--- config.mk ---
export PLATFORM = sky130hd
export DESIGN_NAME = char_lcd_command_writer
export DESIGN_NICKNAME = d
export VERILOG_FILES = /design/src/design/clcd_pkg.sv /design/src/design/clcd_front.sv /design/src/design/clcd_queue.sv /design/src/design/clcd_back.sv /design/src/design/char_lcd_command_writer.sv
export SDC_FILE = /design/constraint.sdc
export NUM_CORES = 1
export LEC_CHECK = 0
export BUFFER_PORTS_ARGS = -buffer_cell sky130_fd_sc_hd__buf_2
export CORE_MARGIN = 2
export CORE_UTILIZATION = 58
export DETAILED_ROUTE_END_ITERATION = 6
export GPL_TIMING_DRIVEN = 0
export PLACE_DENSITY = 0.79
export SLEW_MARGIN = 20
export SYNTH_ARGS = -nofsm -noshare
export SYNTH_HDL_FRONTEND = slang
export SYNTH_SLANG_ARGS = --single-unit
--- constraint.sdc ---
create_clock -name i_clk -period 4 [get_ports i_clk]
set_input_delay 0.6 -clock i_clk [delete_from_list [all_inputs] [get_ports i_clk]]
set_output_delay 0.6 -clock i_clk [all_outputs]
set_load 0.02 [all_outputs]
--- src/design/clcd_pkg.sv ---
// ----------------------------------------------------------------------------
// clcd_pkg
// types, codes and the cyrillic map for the character lcd command writer
// ----------------------------------------------------------------------------
`timescale 1ns / 1ps

package clcd_pkg;

    localparam int STROBE_PHASE_US_DEF = 40;
    localparam int QUEUE_DEPTH_DEF     = 4;

    typedef enum logic [2:0] {
        OP_CHAR  = 3'd0,
        OP_CLEAR = 3'd1,
        OP_FSET  = 3'd2,
        OP_ONOFF = 3'd3,
        OP_ENTRY = 3'd4,
        OP_POS   = 3'd5,
        OP_INIT  = 3'd6,
        OP_NONE  = 3'd7
    } t_opcode;

    typedef struct packed {
        logic [2:0]  opcode;
        logic [15:0] char_code;
        logic        two_line;
        logic        large_font;
        logic        display_on;
        logic        cursor_on;
        logic        blink_on;
        logic        move_forward;
        logic        shift_screen;
        logic        row;
        logic [5:0]  column;
    } t_cmd;

    typedef struct packed {
        logic        reg_select;
        logic        read_write;
        logic [7:0]  data_pins;
        logic        nibble_write;
        logic [14:0] wait_before_us;
        logic [10:0] wait_after_us;
        logic        last;
    } t_strobe;

    // classified work item: a plain byte or the init sequence
    typedef struct packed {
        logic       is_init;
        logic       reg_select;
        logic [7:0] data_byte;
        logic       long_wait;
        logic [7:0] fset_byte;
        logic       bus_8bit;
    } t_job;

    typedef struct packed {
        logic push;
        logic full;
    } t_qctl;

    localparam logic [7:0] CYR_HI_D0 = 8'hd0;
    localparam logic [7:0] CYR_HI_D1 = 8'hd1;

    localparam logic [14:0] WAIT_20000 = 15'd20000;
    localparam logic [14:0] WAIT_5000  = 15'd5000;
    localparam logic [14:0] WAIT_1000  = 15'd1000;
    localparam logic [10:0] WAIT_CLEAR = 11'd2000;
    localparam logic [10:0] WAIT_A1000 = 11'd1000;

    function automatic logic [7:0] cyr_d0(input logic [5:0] idx);
        logic [7:0] m;
        case (idx)
            6'd1:  m = 8'ha2;  6'd16: m = 8'h41;  6'd17: m = 8'ha0;
            6'd18: m = 8'h42;  6'd19: m = 8'ha1;  6'd20: m = 8'he0;
            6'd21: m = 8'h45;  6'd22: m = 8'ha3;  6'd23: m = 8'ha4;
            6'd24: m = 8'ha5;  6'd25: m = 8'ha6;  6'd26: m = 8'h4b;
            6'd27: m = 8'ha7;  6'd28: m = 8'h4d;  6'd29: m = 8'h48;
            6'd30: m = 8'h4f;  6'd31: m = 8'ha8;  6'd32: m = 8'h50;
            6'd33: m = 8'h43;  6'd34: m = 8'h54;  6'd35: m = 8'ha9;
            6'd36: m = 8'haa;  6'd37: m = 8'h58;  6'd38: m = 8'he1;
            6'd39: m = 8'hab;  6'd40: m = 8'hac;  6'd41: m = 8'he2;
            6'd42: m = 8'had;  6'd43: m = 8'hae;  6'd44: m = 8'had;
            6'd45: m = 8'haf;  6'd46: m = 8'hb0;  6'd47: m = 8'hb1;
            6'd48: m = 8'h61;  6'd49: m = 8'hb2;  6'd50: m = 8'hb3;
            6'd51: m = 8'hb4;  6'd52: m = 8'he3;  6'd53: m = 8'h65;
            6'd54: m = 8'hb6;  6'd55: m = 8'hb7;  6'd56: m = 8'hb8;
            6'd57: m = 8'hb9;  6'd58: m = 8'hba;  6'd59: m = 8'hbb;
            6'd60: m = 8'hbc;  6'd61: m = 8'hbd;  6'd62: m = 8'h6f;
            6'd63: m = 8'hbe;
            default: m = 8'h00;
        endcase
        return m;
    endfunction

    function automatic logic [7:0] cyr_d1(input logic [4:0] idx);
        logic [7:0] m;
        case (idx)
            5'd0:  m = 8'h70;  5'd1:  m = 8'h63;  5'd2:  m = 8'hbf;
            5'd3:  m = 8'h79;  5'd4:  m = 8'he4;  5'd5:  m = 8'h78;
            5'd6:  m = 8'he5;  5'd7:  m = 8'hc0;  5'd8:  m = 8'hc1;
            5'd9:  m = 8'he6;  5'd10: m = 8'hc2;  5'd11: m = 8'hc3;
            5'd12: m = 8'hc4;  5'd13: m = 8'hc5;  5'd14: m = 8'hc6;
            5'd15: m = 8'hc7;  5'd17: m = 8'hb5;
            default: m = 8'h00;
        endcase
        return m;
    endfunction

endpackage

--- src/design/clcd_front.sv ---
// ----------------------------------------------------------------------------
// clcd_front
// classifies one command and maps the character code into a job
// ----------------------------------------------------------------------------
`timescale 1ns / 1ps

module clcd_front
    import clcd_pkg::*;
(
    input  logic  i_clk,
    input  logic  i_rst_n,
    input  logic  i_take,
    input  t_cmd  i_cmd,
    input  logic  i_bus_8bit,
    output logic  o_push,
    output t_job  o_job
);

    logic [7:0] w_hi;
    logic [7:0] w_lo;
    logic [7:0] w_map;
    logic [7:0] w_fset;
    t_job       n_job;
    logic       n_push;
    logic       r_push;
    t_job       r_job;

    assign w_hi = i_cmd.char_code[15:8];
    assign w_lo = i_cmd.char_code[7:0];
    assign w_fset = {2'b00, 1'b1, i_bus_8bit, i_cmd.two_line, i_cmd.large_font, 2'b00};

    always_comb begin
        w_map = 8'h00;
        if (w_hi == CYR_HI_D0 && w_lo[7:6] == 2'b10) begin
            w_map = cyr_d0(w_lo[5:0]);
        end else if (w_hi == CYR_HI_D1 && w_lo[7:5] == 3'b100) begin
            w_map = cyr_d1(w_lo[4:0]);
        end
        if (w_map == 8'h00) begin
            w_map = w_lo;
        end
    end

    always_comb begin
        n_job = '0;
        n_job.fset_byte = w_fset;
        n_job.bus_8bit = i_bus_8bit;
        n_push = i_take;
        case (t_opcode'(i_cmd.opcode))
            OP_CHAR: begin
                n_job.reg_select = 1'b1;
                n_job.data_byte = w_map;
            end
            OP_CLEAR: begin
                n_job.data_byte = 8'h01;
                n_job.long_wait = 1'b1;
            end
            OP_FSET:  n_job.data_byte = w_fset;
            OP_ONOFF: n_job.data_byte = {5'b00001, i_cmd.display_on,
                                         i_cmd.cursor_on, i_cmd.blink_on};
            OP_ENTRY: n_job.data_byte = {6'b000001, i_cmd.move_forward,
                                         i_cmd.shift_screen};
            OP_POS:   n_job.data_byte = {1'b1, i_cmd.row, i_cmd.column};
            OP_INIT:  n_job.is_init = 1'b1;
            default:  n_push = 1'b0;
        endcase
    end

    always_ff @(posedge i_clk) begin
        if (!i_rst_n) begin
            r_push <= 1'b0;
        end else begin
            r_push <= n_push;
        end
        r_job <= n_job;
    end

    assign o_push = r_push;
    assign o_job  = r_job;

endmodule

--- src/design/clcd_queue.sv ---
// ----------------------------------------------------------------------------
// clcd_queue
// short job queue between front and back
// ----------------------------------------------------------------------------
`timescale 1ns / 1ps

module clcd_queue
    import clcd_pkg::*;
#(
    parameter int DEPTH = QUEUE_DEPTH_DEF
) (
    input  logic i_clk,
    input  logic i_rst_n,
    input  logic i_push,
    input  t_job i_job,
    input  logic i_pop,
    output logic o_empty,
    output t_qctl o_ctl,
    output t_job o_job
);

    localparam int AW = (DEPTH > 1) ? $clog2(DEPTH) : 1;

    t_job          r_mem [DEPTH];
    logic [AW-1:0] r_wr;
    logic [AW-1:0] r_rd;
    logic [AW:0]   r_cnt;
    logic [AW-1:0] n_wr;
    logic [AW-1:0] n_rd;
    logic [AW:0]   n_cnt;

    always_comb begin
        n_wr = r_wr;
        n_rd = r_rd;
        n_cnt = r_cnt;
        if (i_push) begin
            n_wr = (r_wr == AW'(DEPTH - 1)) ? '0 : r_wr + 1'b1;
        end
        if (i_pop) begin
            n_rd = (r_rd == AW'(DEPTH - 1)) ? '0 : r_rd + 1'b1;
        end
        if (i_push && !i_pop) begin
            n_cnt = r_cnt + 1'b1;
        end else if (!i_push && i_pop) begin
            n_cnt = r_cnt - 1'b1;
        end
    end

    always_ff @(posedge i_clk) begin
        if (!i_rst_n) begin
            r_wr <= '0;
            r_rd <= '0;
            r_cnt <= '0;
        end else begin
            r_wr <= n_wr;
            r_rd <= n_rd;
            r_cnt <= n_cnt;
        end
        if (i_push) begin
            r_mem[r_wr] <= i_job;
        end
    end

    assign o_empty = (r_cnt == '0);
    assign o_ctl.push = i_push;
    assign o_ctl.full = (r_cnt >= (AW+1)'(DEPTH - 1));
    assign o_job = r_mem[r_rd];

endmodule

--- src/design/clcd_back.sv ---
// ----------------------------------------------------------------------------
// clcd_back
// sequences the strobe beats of one job, one beat per cycle
// ----------------------------------------------------------------------------
`timescale 1ns / 1ps

module clcd_back
    import clcd_pkg::*;
(
    input  logic    i_clk,
    input  logic    i_rst_n,
    input  logic    i_empty,
    input  t_job    i_job,
    output logic    o_pop,
    output logic    o_busy,
    output logic    o_strobe,
    output t_strobe o_beat
);

    logic [3:0] r_step;
    logic       r_act;
    logic [3:0] n_step;
    logic       n_act;
    logic [3:0] w_cnt;
    logic       w_act;
    logic [3:0] w_step;
    logic [7:0] w_byte;
    logic [14:0] w_wb;
    logic [10:0] w_wa;
    logic        w_nib;
    logic        w_hi_half;
    logic [2:0]  w_bi;
    t_strobe     n_beat;
    logic        r_strobe;
    t_strobe     r_beat;

    assign w_act  = r_act || !i_empty;
    assign w_step = r_act ? r_step : 4'd0;

    always_comb begin
        w_cnt = 4'd1;
        if (i_job.is_init) begin
            w_cnt = i_job.bus_8bit ? 4'd7 : 4'd13;
        end else if (!i_job.bus_8bit) begin
            w_cnt = 4'd2;
        end
    end

    always_comb begin
        w_byte = i_job.data_byte;
        w_wb = '0;
        w_wa = '0;
        w_nib = !i_job.bus_8bit;
        w_hi_half = 1'b1;
        w_bi = 3'd0;
        if (!i_job.bus_8bit) begin
            w_hi_half = !w_step[0];
        end
        if (!i_job.is_init) begin
            if (i_job.long_wait && (i_job.bus_8bit || w_step[0])) begin
                w_wa = WAIT_CLEAR;
            end
        end else begin
            if (i_job.bus_8bit) begin
                if (w_step < 4'd3) begin
                    w_bi = 3'd0;
                    w_wb = (w_step == 4'd0) ? WAIT_20000 :
                           (w_step == 4'd1) ? WAIT_5000 : WAIT_1000;
                end else begin
                    w_bi = 3'(w_step - 4'd2);
                end
            end else begin
                if (w_step < 4'd3) begin
                    w_bi = 3'd0;
                    w_hi_half = 1'b1;
                    w_wb = (w_step == 4'd0) ? WAIT_20000 :
                           (w_step == 4'd1) ? WAIT_5000 : WAIT_1000;
                end else if (w_step == 4'd3) begin
                    w_bi = 3'd5;
                    w_hi_half = 1'b1;
                    w_wb = WAIT_1000;
                end else if (w_step == 4'd4) begin
                    w_bi = 3'd6;
                    w_hi_half = 1'b1;
                    w_wa = WAIT_A1000;
                end else begin
                    w_bi = 3'(((w_step - 4'd5) >> 1) + 4'd1);
                    w_hi_half = w_step[0];
                end
            end
            case (w_bi)
                3'd0: w_byte = 8'h30;
                3'd1: w_byte = i_job.fset_byte;
                3'd2: w_byte = 8'h08;
                3'd3: w_byte = 8'h01;
                3'd4: w_byte = 8'h06;
                3'd5: w_byte = 8'h10;
                3'd6: w_byte = 8'h20;
                default: w_byte = 8'h00;
            endcase
            if (w_bi == 3'd3 && (i_job.bus_8bit || !w_hi_half)) begin
                w_wa = WAIT_CLEAR;
            end
        end
        n_beat.reg_select = i_job.reg_select;
        n_beat.read_write = 1'b0;
        n_beat.nibble_write = w_nib;
        n_beat.wait_before_us = w_hi_half ? w_wb : '0;
        n_beat.wait_after_us = w_wa;
        n_beat.last = (w_step == w_cnt - 4'd1);
        if (i_job.bus_8bit) begin
            n_beat.data_pins = w_byte;
        end else begin
            n_beat.data_pins = w_hi_half ? {w_byte[7:4], 4'h0} : {w_byte[3:0], 4'h0};
        end
    end

    always_comb begin
        n_act = r_act;
        n_step = r_step;
        o_pop = 1'b0;
        if (w_act) begin
            if (n_beat.last) begin
                o_pop = 1'b1;
                n_act = 1'b0;
                n_step = '0;
            end else begin
                n_act = 1'b1;
                n_step = w_step + 1'b1;
            end
        end
    end

    always_ff @(posedge i_clk) begin
        if (!i_rst_n) begin
            r_act <= 1'b0;
            r_step <= '0;
            r_strobe <= 1'b0;
        end else begin
            r_act <= n_act;
            r_step <= n_step;
            r_strobe <= w_act;
        end
        r_beat <= n_beat;
    end

    assign o_busy = r_act;
    assign o_strobe = r_strobe;
    assign o_beat = r_beat;

endmodule

--- src/design/char_lcd_command_writer.sv ---
// ----------------------------------------------------------------------------
// char_lcd_command_writer
// command-driven strobe writer for an hd44780-style character lcd bus
// ----------------------------------------------------------------------------
// A command is taken when i_start is high and o_busy is low. It is mapped into
// a registered job and queued; the sequencer then emits one strobe beat per
// clock on o_result with o_result_valid high, the final beat marked by last. A
// command gives 1 or 2 beats, init 7 (8-bit bus) or 13 (4-bit bus). The
// sequencer sets the rate: one beat per cycle; commands queue meanwhile. Beats
// cannot be held off. o_busy rises when the job queue is nearly full. The user
// must write the bus width register only while idle; it is not enforced.
`timescale 1ns / 1ps

module char_lcd_command_writer
    import clcd_pkg::*;
#(
    parameter int QUEUE_DEPTH = QUEUE_DEPTH_DEF
) (
    input  logic    i_clk,
    input  logic    i_rst_n,
    input  logic    i_start,
    input  t_cmd    i_cmd,
    output logic    o_busy,
    input  logic    i_cfg_we,
    input  logic    i_cfg_data,
    output logic    o_result_valid,
    output t_strobe o_result
);

    logic  r_bus_8bit;
    logic  w_push;
    t_job  w_fjob;
    t_job  w_qjob;
    logic  w_empty;
    logic  w_pop;
    logic  w_bbusy;
    t_qctl w_qctl;

    always_ff @(posedge i_clk) begin
        if (!i_rst_n) begin
            r_bus_8bit <= 1'b0;
        end else if (i_cfg_we) begin
            r_bus_8bit <= i_cfg_data;
        end
    end

    assign o_busy = w_qctl.full;

    clcd_front u_front (
        .i_clk(i_clk), .i_rst_n(i_rst_n), .i_take(i_start && !o_busy),
        .i_cmd(i_cmd), .i_bus_8bit(r_bus_8bit), .o_push(w_push), .o_job(w_fjob)
    );

    clcd_queue #(.DEPTH(QUEUE_DEPTH)) u_queue (
        .i_clk(i_clk), .i_rst_n(i_rst_n), .i_push(w_push), .i_job(w_fjob),
        .i_pop(w_pop), .o_empty(w_empty), .o_ctl(w_qctl), .o_job(w_qjob)
    );

    clcd_back u_back (
        .i_clk(i_clk), .i_rst_n(i_rst_n), .i_empty(w_empty), .i_job(w_qjob),
        .o_pop(w_pop), .o_busy(w_bbusy), .o_strobe(o_result_valid), .o_beat(o_result)
    );

endmodule

; ---- Word-level counts from Yosys, hierarchy flattened
; Memory sizes are Yosys's and may differ from the RTL's. A register that Yosys moved wholly into a read port is not among the register bits.
; Index checks and enable logic that the tools add are counted.
[word_totals]
register_bits = 67
latch_bits = 0
ramBits = 60
mem_bits_ro = 768
out_inout_bits = 40
elab_cells = 135
memories = 3
[op_classes]
addsub = 9
multipliers = 0
div_mod_pow = 0
order_cmp = 2
n_eq_ne = 22
shifts = 0
n_mux = 53
bitwise = 0
reduce_logical = 26
[mem_list]
columns = name, depth, width, read_ports, rd_ports_with_merged_regs, write_ports, line
row1 = (name not given), 64, 8, 1, 0, 0, clcd_pkg.sv:73  ; case (idx)
row2 = (name not given), 32, 8, 1, 0, 0, clcd_pkg.sv:98  ; case (idx)
row3 = u_queue.r_mem, 4, 15, 1, 1, 1, clcd_queue.sv:24  ; t_job r_mem [DEPTH];
[op_table]
columns = op, n
row1 = 11-bit 2-to-1 mux, 6
row2 = 15-bit 2-to-1 mux, 4
row3 = 8-bit one-hot mux with 7 select lines, 1
row4 = 8-bit 2-to-1 mux, 6
row5 = 8-bit one-hot mux with 6 select lines, 1
row6 = 3-bit 2-to-1 mux, 8
row7 = 3-bit equality test (second input constant), 7
row8 = 10-bit 2-to-1 mux, 2
row9 = 8-bit equality test (second input constant), 2
row10 = 4-bit 2-to-1 mux, 4
row11 = 1-bit 2-to-1 mux, 15
row12 = 13-bit 2-to-1 mux, 1
row13 = 3-bit by 2-bit equality test with 1-bit output (second input constant), 4
row14 = 2-bit 2-to-1 mux, 5
row15 = 3-bit zero test, 3
row16 = 8-bit zero test, 1
row17 = 1-bit logical AND, 7
row18 = 1-bit zero test, 7
row19 = 7-bit OR reduction, 1
row20 = 3-bit by 1-bit adder with 3-bit output (second input constant), 2
row21 = 2-bit equality test (second input constant), 3
row22 = 3-bit by 1-bit equality test with 1-bit output (second input constant), 2
row23 = 2-bit by 1-bit adder with 2-bit output (second input constant), 2
row24 = 4-bit by 1-bit adder with 4-bit output (second input constant), 1
row25 = other kinds (14), 17

; ---- Longest topological paths before layout
[depth]
ltp_word = 13
ltp_mapped = 14

; ---- By module
; From an unflattened synthesis, not the netlist that was laid out.
[hier_totals]
cells_unflattened = 592
hier_area_um2 = 6879.1
[by_module_without_submodules]
columns = mod, n_inst, cells_each, area_per_inst_um2, seq_area_each_um2
row1 = clcd_queue, 1, 149, 3350.7, 2582.5
row2 = clcd_front, 1, 248, 1889.3, 300.3
row3 = clcd_back, 1, 191, 1596.5, 520.5
row4 = char_lcd_command_writer, 1, 4, 42.5, 20.0

; ---- Worst setup path after synthesis
; Ideal clock, no wire load.
[synth_timing]
path_kind = register to register
from = register (tool-made name)
to = register u_queue.r_cnt[2]
setup_time_ns = 0.076
t_arrival_ns = 2.898
required_ns = 3.924
setup_slack_ns = 1.026
stages_incl_launch_ff = 14
path_buffers = 1
period_less_slack_ns = 2.974
cell_sequence = dfxtp_1 -> buf_2 -> mux4_2 -> and3b_1 -> o21ai_0 -> a211oi_2 -> and2b_2 -> inv_1 -> ha_1 -> inv_1 -> fa_1 -> xor2_1 -> or3_1 -> a21boi_0
[synth_lines]
columns = item, line
row1 = end signal: assignment, clcd_queue.sv:57  ; r_cnt <= n_cnt;
row2 = end: declaration, clcd_queue.sv:27  ; logic [AW:0] r_cnt;

==> impl_results.md <==
* Filler cells at 703
* Register area share after synthesis at 0.493
* Crit path max fanout at 10
* Synth warn at 0
* Post-CTS Hold Buffers at 0
* Max Cap Viol at 0
* Post-synth EDFFs at 56
* Chip width at 101 microns
* Antenna Nets Post-Route at 0
* GRT overflow at 0
* Finished Layout Cells at 705
* Crit path time final at 3.23 ns
* NumNets Final at 642
* Mapped Area at 5480 sq um
* Post-Syn Instances at 506
* CTS tree: done
* Initial antenna violation count at 0
* Slew Limit Fails at 0
* CTS Buf Count at 9
* Worst path required time at 4.25 ns
* Slew margin rel. at 0.505
* Worst slew pin tran at 0.743 ns
* Crit start category: register
* H-tree lvl count at 3
* CTS Sinks at 107
* CP Class: reg2reg
* Clock skew at 0.0186 ns
* Yosys reg bits at 107
* Tot Pwr at 3.10 mW
* Clk pin slew, worst setup/hold paths at 0.11 ns
* Worst endpoint data arrival time at 3.47 ns
* Post-DP HPWL at 8840 microns
* Row count at 35
* # resized after CTS at 0
* Number of diodes at 0
* Largest net degree at the start of global routing at 23
* Endpoints failing hold at 0
* Die Y at 101 microns
* Worst Hold Slack at 0.338 ns
* Via/cell ratio at 6.05
* Core area at 9200 sq um
* F_max at 310 MHz
* Peak supply drop at 0.309 mV
* Die area at 10200 sq um
* Iteration-0 DRC count of the detailed router at 322
* Synth top cells by count: edfxtp_1, dfxtp_1, nand2_1
* Cell leakage power at 2.41 nW
* Pre-CTS setup slack at 0.472 ns
* Post-Place Cells at 689
* Mean Syn Cell Area at 10.8 sq um
* Top cell type's share of synthesized area at 0.307
* Post-synth top area cell: edfxtp_1
* Share of layout cells above drive strength 1 at 0.224
* Synth area leaders: edfxtp_1, dfxtp_1, mux4_2
* RSZ-0062 raised after global routing: no
* Root Buffer: clkbuf_8
* Io pins at 78
* Status: finished clean
* CP Capture Type: register
* Area Growth Syn to Fin at 12.8%
* Vias in the first global route at 3887
* Top_reg_cell synth: edfxtp_1
* Buffers on Ports at 64
* Final Wtd Congestion at 0.955
* Clock Tree Buf Depth at 2
* Drt drc at 0
* PD cells at 501 nW/um^2
* Sum Neg Setup Slack at 0 ns
* Initial Utilization at 0.596
* Synth cell types at 76
* Fin worst setup slack at 0.774 ns
* Top-count cell post-synth: edfxtp_1
* Gr usage total at 0.245
* Fraction of registers with async set/reset at 0
* Worst-Skew Late Latency at 0.38 ns
* Detailed-route wire length per cell at 17.1 microns
* Postcts setup bufs at 0
* DR vias at 4267
* Worst Hold Class: in2reg
* # setup viols final at 0
* DR pass1 iterations at 5
* Routed WL at 12000 microns
* Final period util at 0.806
* First-pass GRT wire length at 19600 microns
## critical path: stages (launching register included)
cell,delay [ns]
dfxtp_1,0.32
clkbuf_1,0.30
and2_1,0.26
inv_1,0.14
ha_1,0.22
clkbuf_1,0.21
nand2b_1,0.21
ha_1,0.28
or3_1,0.38
and4_1,0.24
o211ai_1,0.12
o21ai_0,0.11
nand3_1,0.17
a31oi_1,0.11
## registers in the layout (all words and copies together), names as in the netlist, named ones only
register	flops
r_bus_8bit	1
u_back.o_beat	20
u_back.o_busy	1
u_back.o_strobe	1
u_back.r_step	4
u_front.o_job	14
u_front.o_push	1
u_queue.r_cnt	3
u_queue.r_mem	56
u_queue.r_rd	2
u_queue.r_wr	2
## metrics by stage
step           instance area [sq um]   util
2_1_floorplan                   5510      -
3_3_place_gp                    5970  0.650
3_5_place_dp                    5970  0.650
4_1_cts                         6190  0.673
5_1_grt                         6190  0.673
6_report                        6190  0.673
## layout by cell type, fill, tap and decap left out, types with 9 or more instances in the layout
master,n
a21oi_1,24
and2_1,10
buf_2,74
buf_4,18
clkbuf_1,23
clkbuf_8,9
conb_1,9
dfxtp_1,51
edfxtp_1,56
ha_1,14
inv_1,15
mux2i_1,11
mux4_2,15
nand2_1,32
nand2b_1,13
nand3_1,10
nor2_1,26
nor2b_1,19
o21ai_0,28
## worst paths after layout
kind                    start           endpoint  depth (start not counted)  slack [ns]
max          u_back.r_step[0]  u_back.o_beat[35]                         13        0.77
min                 i_cmd[13]   u_front.o_job[4]                          1        0.34
max reg2reg  u_back.r_step[0]  u_back.o_beat[35]                         13        0.77
min reg2reg        r_bus_8bit   u_front.o_job[5]                          0        0.39
## metal layers
layer | track usage | part of all wire | vias up | wire [microns]
met5 | 0 | 0 | - | 0
met3 | 0.0359 | 0.078 | 26 | 932
met1 | 0.350 | 0.44 | 2011 | 5300
met4 | 0.0873 | 0.022 | 0 | 265
li1 | - | - | 2013 | -
met2 | 0.386 | 0.46 | 217 | 5530
## kinds of logic after synthesis
kind of cell / synth area share
compound gates: 0.152
flops: 0.493
xor+xnor: 0.0128
mux: 0.0858
simple gates: 0.156
buf+inv: 0.0639
fa+ha+maj: 0.0356
other cells: 0.000684
## where the power goes
part	total [mW]	internal, mW	leakage, nW	switching (mW)
registers	1.37	1.30	0.937	0.0681
logic	1.05	0.447	1.36	0.607
clock network	0.670	0.254	0.106	0.416
## final cells by class
class / instances / area (sq um) / area share
multi-input cells: 337 / 2460 / 0.398
flip-flops and latches: 107 / 2700 / 0.437
clock inverters: 7 / 88.8 / 0.0144
repair buffers: 64 / 320 / 0.0518
clock buffers: 9 / 124 / 0.0200
plain buffers: 53 / 287 / 0.0463
well taps: 111 / 139 / 0.0225
inverters: 17 / 63.8 / 0.0103
No activity file was read; power rests on OpenSTA's default activity.
